## src/hdl/sha256_pkg.sv

```systemverilog
// Shared types, constants and functions for the SHA-256 hasher.
package sha256_pkg;

    localparam int WORD_W = 32;
    localparam int COUNT_W = 61;

    typedef logic [WORD_W-1:0] word_t;

    typedef struct packed {
        logic [7:0] data_byte;
        logic       has_byte;
        logic       end_of_message;
    } req_t;

    typedef struct packed {
        word_t      digest_word;
        logic [2:0] word_index;
        logic       last_word;
    } rsp_t;

    function automatic word_t round_k(input logic [5:0] r);
        word_t k;
        begin
            case (r)
                6'd0: k = 32'h428a2f98;  6'd1: k = 32'h71374491;
                6'd2: k = 32'hb5c0fbcf;  6'd3: k = 32'he9b5dba5;
                6'd4: k = 32'h3956c25b;  6'd5: k = 32'h59f111f1;
                6'd6: k = 32'h923f82a4;  6'd7: k = 32'hab1c5ed5;
                6'd8: k = 32'hd807aa98;  6'd9: k = 32'h12835b01;
                6'd10: k = 32'h243185be; 6'd11: k = 32'h550c7dc3;
                6'd12: k = 32'h72be5d74; 6'd13: k = 32'h80deb1fe;
                6'd14: k = 32'h9bdc06a7; 6'd15: k = 32'hc19bf174;
                6'd16: k = 32'he49b69c1; 6'd17: k = 32'hefbe4786;
                6'd18: k = 32'h0fc19dc6; 6'd19: k = 32'h240ca1cc;
                6'd20: k = 32'h2de92c6f; 6'd21: k = 32'h4a7484aa;
                6'd22: k = 32'h5cb0a9dc; 6'd23: k = 32'h76f988da;
                6'd24: k = 32'h983e5152; 6'd25: k = 32'ha831c66d;
                6'd26: k = 32'hb00327c8; 6'd27: k = 32'hbf597fc7;
                6'd28: k = 32'hc6e00bf3; 6'd29: k = 32'hd5a79147;
                6'd30: k = 32'h06ca6351; 6'd31: k = 32'h14292967;
                6'd32: k = 32'h27b70a85; 6'd33: k = 32'h2e1b2138;
                6'd34: k = 32'h4d2c6dfc; 6'd35: k = 32'h53380d13;
                6'd36: k = 32'h650a7354; 6'd37: k = 32'h766a0abb;
                6'd38: k = 32'h81c2c92e; 6'd39: k = 32'h92722c85;
                6'd40: k = 32'ha2bfe8a1; 6'd41: k = 32'ha81a664b;
                6'd42: k = 32'hc24b8b70; 6'd43: k = 32'hc76c51a3;
                6'd44: k = 32'hd192e819; 6'd45: k = 32'hd6990624;
                6'd46: k = 32'hf40e3585; 6'd47: k = 32'h106aa070;
                6'd48: k = 32'h19a4c116; 6'd49: k = 32'h1e376c08;
                6'd50: k = 32'h2748774c; 6'd51: k = 32'h34b0bcb5;
                6'd52: k = 32'h391c0cb3; 6'd53: k = 32'h4ed8aa4a;
                6'd54: k = 32'h5b9cca4f; 6'd55: k = 32'h682e6ff3;
                6'd56: k = 32'h748f82ee; 6'd57: k = 32'h78a5636f;
                6'd58: k = 32'h84c87814; 6'd59: k = 32'h8cc70208;
                6'd60: k = 32'h90befffa; 6'd61: k = 32'ha4506ceb;
                6'd62: k = 32'hbef9a3f7; 6'd63: k = 32'hc67178f2;
                default: k = '0;
            endcase
            return k;
        end
    endfunction

    function automatic word_t init_hash(input logic [2:0] i);
        word_t h;
        begin
            case (i)
                3'd0: h = 32'h6a09e667; 3'd1: h = 32'hbb67ae85;
                3'd2: h = 32'h3c6ef372; 3'd3: h = 32'ha54ff53a;
                3'd4: h = 32'h510e527f; 3'd5: h = 32'h9b05688c;
                3'd6: h = 32'h1f83d9ab; 3'd7: h = 32'h5be0cd19;
                default: h = '0;
            endcase
            return h;
        end
    endfunction

    function automatic word_t rotr(input word_t x, input int n);
        return (x >> n) | (x << (WORD_W - n));
    endfunction

endpackage

```

## src/hdl/sha256_if.sv

```systemverilog
// Valid/ready channel carrying one request or one response.
interface sha256_req_if;
    import sha256_pkg::*;
    logic valid;
    logic ready;
    req_t payload;
    modport source (output valid, output payload, input ready);
    modport sink (input valid, input payload, output ready);
endinterface

interface sha256_rsp_if;
    import sha256_pkg::*;
    logic valid;
    logic ready;
    rsp_t payload;
    modport source (output valid, output payload, input ready);
    modport sink (input valid, input payload, output ready);
endinterface

```

## src/hdl/sha256_round.sv

```systemverilog
// One SHA-256 round step, taking the schedule word as input, shared over all 64 rounds.
module sha256_round
    import sha256_pkg::*;
(
    input  word_t       a, b, c, d, e, f, g, h,
    input  word_t       wv,
    input  logic [5:0]  r,
    output word_t       new_a,
    output word_t       new_e
);
    word_t s0, s1, ch, maj, t1, t2;
    always_comb
    begin
        s1 = rotr(e, 6) ^ rotr(e, 11) ^ rotr(e, 25);
        ch = (e & f) ^ (~e & g);
        t1 = h + s1 + ch + round_k(r) + wv;
        s0 = rotr(a, 2) ^ rotr(a, 13) ^ rotr(a, 22);
        maj = (a & b) ^ (a & c) ^ (b & c);
        t2 = s0 + maj;
        new_a = t1 + t2;
        new_e = d + t1;
    end
endmodule

```

## src/hdl/sha256_message_hasher_unit.sv

```systemverilog
// Top level: byte-fed SHA-256 hasher with padding and digest output.
//
//  channel   | dir | payload
//  ----------+-----+------------------------------------------
//  req       | in  | data_byte, has_byte, end_of_message
//  rsp       | out | digest_word, word_index, last_word
//
// A byte that does not finish a block or the message is simply stored. A block-completing
// byte starts the 64 rounds, then a fold into the hash; one round
// unit runs each round in one cycle. End of message adds one or two
// padded blocks, then the 8 digest words on rsp, stalled by rsp.ready.
// Reset: asynchronous, hash at initial values, block buffer zero.
module sha256_message_hasher_unit
    import sha256_pkg::*;
(
    input logic clk,
    input logic rst_n,
    sha256_req_if.sink   req,
    sha256_rsp_if.source rsp
);
    typedef enum logic [4:0] {
        ST_IDLE  = 5'b00001,
        ST_ROUND = 5'b00010,
        ST_FOLD  = 5'b00100,
        ST_PAD   = 5'b01000,
        ST_OUT   = 5'b10000
    } state_t;

    state_t state_reg, state_next;
    word_t hash_reg [8];
    // block buffer as 16 big-endian words, byte 0 in bits 31:24 of word 0
    word_t blk_reg [16];
    word_t w_reg [16];
    word_t v_reg [8];
    logic [COUNT_W-1:0] count_reg;
    logic [5:0] rnd_reg;
    logic [2:0] out_idx_reg;
    // eom_reg: message end seen, padding or output follows; len_pending_reg: second
    // pad block (length only) still to go; pad_done_reg: padding has started
    logic eom_reg, len_pending_reg, pad_done_reg;

    word_t wv, w15, w2, new_a, new_e;
    word_t pad_blk [16];
    logic [5:0] fill;
    logic [63:0] bit_len;

    assign fill = count_reg[5:0];
    assign bit_len = {count_reg, 3'b000};
    assign w15 = w_reg[4'(rnd_reg + 6'd1)];
    assign w2  = w_reg[4'(rnd_reg + 6'd14)];

    always_comb
    begin
        if (rnd_reg < 6'd16)
            wv = blk_reg[rnd_reg[3:0]];
        else
            wv = w_reg[rnd_reg[3:0]]
               + (rotr(w15, 7) ^ rotr(w15, 18) ^ (w15 >> 3))
               + w_reg[4'(rnd_reg + 6'd9)]
               + (rotr(w2, 17) ^ rotr(w2, 19) ^ (w2 >> 10));
    end

    // Padded block: marker, zero fill and length if it fits (or zeros and length on 2nd block)
    always_comb
    begin
        for (int i = 0; i < 16; i++)
        begin
            pad_blk[i] = blk_reg[i];
            for (int j = 0; j < 4; j++)
            begin
                if (!len_pending_reg && (4*i + j) == int'(fill))
                    pad_blk[i][8*(3-j) +: 8] = 8'h80;
                else if (len_pending_reg || (4*i + j) > int'(fill))
                    pad_blk[i][8*(3-j) +: 8] = 8'h00;
            end
        end
        if (len_pending_reg || fill < 6'd56)
        begin
            pad_blk[14] = bit_len[63:32];
            pad_blk[15] = bit_len[31:0];
        end
    end

    sha256_round u_round (
        .a(v_reg[0]), .b(v_reg[1]), .c(v_reg[2]), .d(v_reg[3]),
        .e(v_reg[4]), .f(v_reg[5]), .g(v_reg[6]), .h(v_reg[7]),
        .wv(wv), .r(rnd_reg), .new_a(new_a), .new_e(new_e)
    );

    assign req.ready = (state_reg == ST_IDLE);
    assign rsp.valid = (state_reg == ST_OUT);
    assign rsp.payload.digest_word = hash_reg[out_idx_reg];
    assign rsp.payload.word_index = out_idx_reg;
    assign rsp.payload.last_word = (out_idx_reg == 3'd7);

    logic req_fire;
    assign req_fire = req.valid && req.ready;

    always_comb
    begin
        state_next = state_reg;
        case (state_reg)
            ST_IDLE:
            begin
                if (req_fire)
                begin
                    if (req.payload.has_byte && (fill == 6'd63))
                        state_next = ST_ROUND;
                    else if (req.payload.end_of_message)
                        state_next = ST_PAD;
                end
            end
            ST_ROUND: if (rnd_reg == 6'd63) state_next = ST_FOLD;
            ST_FOLD:
            begin
                // a full data block with the end mark still needs its padding
                if (len_pending_reg || (eom_reg && !pad_done_reg)) state_next = ST_PAD;
                else if (eom_reg) state_next = ST_OUT;
                else state_next = ST_IDLE;
            end
            ST_PAD: state_next = ST_ROUND;
            ST_OUT: if (rsp.ready && out_idx_reg == 3'd7) state_next = ST_IDLE;
            default: state_next = ST_IDLE;
        endcase
    end

    always_ff @(posedge clk or negedge rst_n)
    begin
        if (!rst_n)
        begin
            state_reg <= ST_IDLE;
            count_reg <= '0;
            rnd_reg <= '0;
            out_idx_reg <= '0;
            eom_reg <= 1'b0;
            len_pending_reg <= 1'b0;
            pad_done_reg <= 1'b0;
            for (int i = 0; i < 8; i++) hash_reg[i] <= init_hash(3'(i));
            for (int i = 0; i < 16; i++) blk_reg[i] <= '0;
        end
        else
        begin
            state_reg <= state_next;
            case (state_reg)
                ST_IDLE:
                begin
                    if (req_fire)
                    begin
                        eom_reg <= req.payload.end_of_message;
                        if (req.payload.has_byte)
                        begin
                            blk_reg[fill[5:2]][{~fill[1:0], 3'b000} +: 8] <=
                                req.payload.data_byte;
                            count_reg <= count_reg + 1'b1;
                        end
                        for (int i = 0; i < 8; i++) v_reg[i] <= hash_reg[i];
                    end
                end
                ST_PAD:
                begin
                    for (int i = 0; i < 16; i++) blk_reg[i] <= pad_blk[i];
                    if (len_pending_reg || fill < 6'd56)
                        len_pending_reg <= 1'b0;
                    else
                        len_pending_reg <= 1'b1;
                    pad_done_reg <= 1'b1;
                    for (int i = 0; i < 8; i++) v_reg[i] <= hash_reg[i];
                end
                ST_ROUND:
                begin
                    w_reg[rnd_reg[3:0]] <= wv;
                    v_reg[0] <= new_a; v_reg[1] <= v_reg[0];
                    v_reg[2] <= v_reg[1]; v_reg[3] <= v_reg[2];
                    v_reg[4] <= new_e; v_reg[5] <= v_reg[4];
                    v_reg[6] <= v_reg[5]; v_reg[7] <= v_reg[6];
                    rnd_reg <= rnd_reg + 1'b1;
                end
                ST_FOLD:
                begin
                    for (int i = 0; i < 8; i++) hash_reg[i] <= hash_reg[i] + v_reg[i];
                    for (int i = 0; i < 8; i++) v_reg[i] <= hash_reg[i] + v_reg[i];
                end
                ST_OUT:
                begin
                    if (rsp.ready)
                    begin
                        out_idx_reg <= out_idx_reg + 1'b1;
                        if (out_idx_reg == 3'd7)
                        begin
                            for (int i = 0; i < 8; i++) hash_reg[i] <= init_hash(3'(i));
                            for (int i = 0; i < 16; i++) blk_reg[i] <= '0;
                            count_reg <= '0;
                            eom_reg <= 1'b0;
                            pad_done_reg <= 1'b0;
                        end
                    end
                end
                default: ;
            endcase
        end
    end

`ifndef SYNTHESIS
    a_round_zero_idle: assert property (@(posedge clk) disable iff (!rst_n)
        state_reg == ST_IDLE |-> rnd_reg == 6'd0) else $error("round count not zero");
    a_fold_after_last: assert property (@(posedge clk) disable iff (!rst_n)
        state_reg == ST_FOLD |-> $past(rnd_reg) == 6'd63) else $error("fold early");
    a_out_has_eom: assert property (@(posedge clk) disable iff (!rst_n)
        state_reg == ST_OUT |-> eom_reg) else $error("digest without end mark");
    a_out_padded: assert property (@(posedge clk) disable iff (!rst_n)
        state_reg == ST_OUT |-> pad_done_reg) else $error("digest without padding");
    a_onehot: assert property (@(posedge clk) disable iff (!rst_n)
        $onehot(state_reg)) else $error("state not one-hot");
`endif
endmodule
```

## src/flat_wrapper.sv

```systemverilog
// flat-port wrapper written by rule: the top's interface ports become plain ports
module sha256_message_hasher_unit_flat import sha256_pkg::*;
  (clk, rst_n, req_valid, req_payload, req_ready, rsp_valid, rsp_payload, rsp_ready);
  sha256_req_if req_i ();
  sha256_rsp_if rsp_i ();
  input logic clk;
  input logic rst_n;
  input wire logic [$bits(req_i.valid)-1:0] req_valid;
  input wire logic [$bits(req_i.payload)-1:0] req_payload;
  output wire logic [$bits(req_i.ready)-1:0] req_ready;
  output wire logic [$bits(rsp_i.valid)-1:0] rsp_valid;
  output wire logic [$bits(rsp_i.payload)-1:0] rsp_payload;
  input wire logic [$bits(rsp_i.ready)-1:0] rsp_ready;
  assign req_i.valid = req_valid;
  assign req_i.payload = req_payload;
  assign req_ready = req_i.ready;
  assign rsp_valid = rsp_i.valid;
  assign rsp_payload = rsp_i.payload;
  assign rsp_i.ready = rsp_ready;
  sha256_message_hasher_unit u_core (.clk(clk), .rst_n(rst_n), .req(req_i), .rsp(rsp_i));
endmodule
```

## config.mk

```make
export PLATFORM = sky130hd
export DESIGN_NAME = sha256_message_hasher_unit_flat
export DESIGN_NICKNAME = d
export VERILOG_FILES = /design/src/hdl/sha256_pkg.sv /design/src/hdl/sha256_if.sv /design/src/hdl/sha256_round.sv /design/src/hdl/sha256_message_hasher_unit.sv /design/src/flat_wrapper.sv
export SDC_FILE = /design/constraint.sdc
export NUM_CORES = 2
export LEC_CHECK = 0
export ABC_CLOCK_PERIOD_IN_PS = 21400
export BUFFER_PORTS_ARGS = -buffer_cell sky130_fd_sc_hd__buf_2
export CAP_MARGIN = 20
export CELL_PAD_IN_SITES_DETAIL_PLACEMENT = 1
export CELL_PAD_IN_SITES_GLOBAL_PLACEMENT = 2
export CORE_MARGIN = 2
export CORE_UTILIZATION = 25
export CTS_CLUSTER_SIZE = 14
export DETAILED_ROUTE_END_ITERATION = 16
export PLACE_DENSITY_LB_ADDON = 0.25
export SYNTH_ARGS = -nofsm -noshare
export SYNTH_HDL_FRONTEND = slang
export SYNTH_SLANG_ARGS = --single-unit
```

## constraint.sdc

```tcl
create_clock -name clk -period 21.4 [get_ports clk]
set_clock_uncertainty 0.2 [all_clocks]
set_input_delay 6.42 -clock clk [delete_from_list [all_inputs] [get_ports clk]]
set_output_delay 6.42 -clock clk [all_outputs]
set_load 0.005 [all_outputs]
```

==> metrics.md <==
| Metric | Value |
|---|---|
| Slew @ Worst Pin | `1200 ps` |
| Commonest non-fill, non-tap cell in the layout | `o21ai_0` |
| First DRT Iteration DRCs | `7683` |
| Syn Area/Cell | `11.1 sq um` |
| Slowest cell on the critical path | `dfrtp_4` |
| Post-Route WL | `480000 microns` |
| Relative slew slack | `20.0%` |
| Synth unique cells | `94` |
| Share of layout cells above drive strength 1 | `16.3%` |
| Mapped cell area | `107000 sq um` |
| Largest register FFs | `512` |
| Crit path time final | `17260 ps` |
| HP Class | `reg2reg` |
| Final instance area | `121000 sq um` |
| Leading area contributor after synthesis | `edfxtp_1` |
| Status | `finished clean` |
| Num CTS Buffers | `207` |
| Worst-path clk slew | `70 ps` |
| First-pass GRT wire length | `687000 microns` |
| Layout area overhead | `13.4%` |
| Die Ht | `658 microns` |
| Overflow after GRT | `0` |
| CTS tree | `done` |
| Post-synth EDFFs | `768` |
| TNS Setup | `0 ps` |
| Post-DP HPWL | `343000 microns` |
| Count of final setup violators | `0` |
| Synth top area cells | `edfxtp_1, dfrtp_1, mux4_2, ha_1, o21ai_0` |
| DR vias | `84923` |
| Yosys top cell area share | `21.6%` |
| Starting Density | `25.1%` |
| Clock sinks | `1614` |
| FP Rows | `240` |
| Global Route Usage Sum | `21.7%` |
| Clock Latency Late Sink | `980 ps` |
| Clock H-tree levels | `4` |
| Asr flop ratio synth | `52.4%` |
| Nets | `10154` |
| Hold-fix buffers at CTS | `0` |
| Crit Path Max Fanout | `48` |
| Number of global-route vias before repair | `88488` |
| DR vias/cell | `5.51` |
| Nature of the critical path endpoint | `flop` |
| #FFs+latches synth | `1614` |
| Max Cap Violations | `0` |
| DRT antenna net count | `0` |
| Post-CTS Setup Bufs | `0` |
| Sequential-to-total area share from yosys stat | `41.5%` |
| CP peak stage delay | `1020 ps` |
| Count of non-filler cells in the finished layout | `15403` |
| FF-to-FF setup slack | `4140 ps` |
| Core area | `427000 sq um` |
| WHS | `274 ps` |
| Largest net degree at the start of global routing | `167` |
| Cts repair resizes | `0` |
| Ys Warns | `0` |
| Fmax | `0.0579 GHz` |
| Initial antenna violation count | `31` |
| Clk root buf | `clkbuf_16` |
| Global placement routability congestion | `0.899` |
| Die area | `433000 sq um` |
| Cell Area, Placed | `114000 sq um` |
| Net Count, Synth | `10280` |
| Family with the most delay on the worst path | `compound AO/OA/AOI/OAI gates` |
| Ys flop type | `edfxtp_1` |
| Post-route DRC violation count | `0` |
| Cells after DPL | `14994` |
| WP buf/inv | `9` |
| I/O Buffers | `51` |
| Period utilisation layout | `80.7%` |
| Req. time, crit path | `21840 ps` |
| I/O pins | `52` |
| Wire per inst | `31.1 microns` |
| Detailed Routing Iterations Pass 1 | `6` |
| Setup CP Type | `reg2reg` |
| Final-report max-slew violation count | `0` |
| Cells after synthesis | `9653` |
| Final hold vios | `0` |
| RSZ-0062 raised after global routing | `false` |
| Die extent in x | `658 microns` |
| Startpoint Class | `flop` |
| Deepest clock path buffer count | `4` |
| Commonest cells after routing, fill and taps aside | `o21ai_0, nand2_1, edfxtp_1, dfrtp_1, a21oi_1` |
| Filler instances | `47004` |
| Worst EP arrival | `17700 ps` |
[kinds of logic after synthesis]
| logic type | after synthesis | synth area share, % |
|---|---|---|
| AO/OA/AOI/OAI | 2825 | 16.7 |
| adder cells (fa/ha/maj) | 632 | 8.72 |
| multiplexers | 849 | 15.4 |
| AND/OR/NAND/NOR | 2059 | 8.61 |
| XOR/XNOR | 633 | 5.24 |
| buffers and inverters | 1041 | 3.75 |
| flip-flops | 1614 | 41.5 |
[per-layer routing]
metal	GRT usage [%]	part of all wire [%]
met3	2.72	5.2
met2	34.8	46
met5	0	0.021
met4	5.69	2.9
met1	30.8	46
[worst register-to-register path: cells and delay by family, from the launching register on]
kind / cells / cell delay, ps
adders and majority gates: 10 / 4870
DFF: 1 / 1020
and+or+nand+nor: 8 / 1360
xor gates and xnor gates: 6 / 1280
AOI/OAI and AO/OA: 20 / 4970
buffers and inverters: 9 / 2260
muxes: 2 / 990
[per-stage QoR]
step / utilization [%] / setup WS [ps]
floorplan: - / 6550
global route: 28.4 / 3310
finish: 28.4 / 4140
CTS: 28.4 / 4360
detailed placement: 26.8 / 4540
global placement: 26.8 / 4620
[synthesized netlist by cell type, drive strengths merged, types with 90 or more instances]
cell,count
buf,131
o21ai,881
clkbuf,498
inv,406
dfrtp,709
a21oi,633
xnor2,410
a21o,214
o22ai,146
fa,195
a22oi,90
dfstp,137
mux2i,134
xor2,221
nand3,186
edfxtp,768
a22o,208
nor3,119
mux4,628
ha,418
nand2,784
nor2,569
[layout make-up]
| cell class | instances | area (sq um) | area share, % |
|---|---|---|---|
| diodes | 14 | 35.0 | 0.0289 |
| multi-input cells | 6998 | 59100 | 48.7 |
| repair buffers | 294 | 2250 | 1.86 |
| clock inverters | 100 | 1040 | 0.855 |
| flip-flops and latches | 1614 | 44400 | 36.6 |
| inverters | 412 | 1550 | 1.28 |
| clock buffers | 284 | 5780 | 4.77 |
| well taps | 5687 | 7120 | 5.87 |
[final timing paths]
check                                                 from                          endpoint  depth (start not counted)
min                        u_core.blk_reg[249]$_DFFE_PN0P_   u_core.blk_reg[249]$_DFFE_PN0P_                          2
min reg2reg                u_core.blk_reg[249]$_DFFE_PN0P_   u_core.blk_reg[249]$_DFFE_PN0P_                          2
min in group asynchronous                            rst_n  u_core.hash_reg[248]$_DFFE_PN0P_                          1
max in group asynchronous                            rst_n  u_core.count_reg[52]$_DFFE_PN0P_                          6
max                          u_core.rnd_reg[0]$_DFFE_PN0N_     u_core.v_reg[0][31]$_DFFE_PP_                         55
max reg2reg                  u_core.rnd_reg[0]$_DFFE_PN0N_     u_core.v_reg[0][31]$_DFFE_PP_                         55
Power is not shown: default switching activity piles up to over one toggle a cycle in this logic, so the estimate is an artifact.
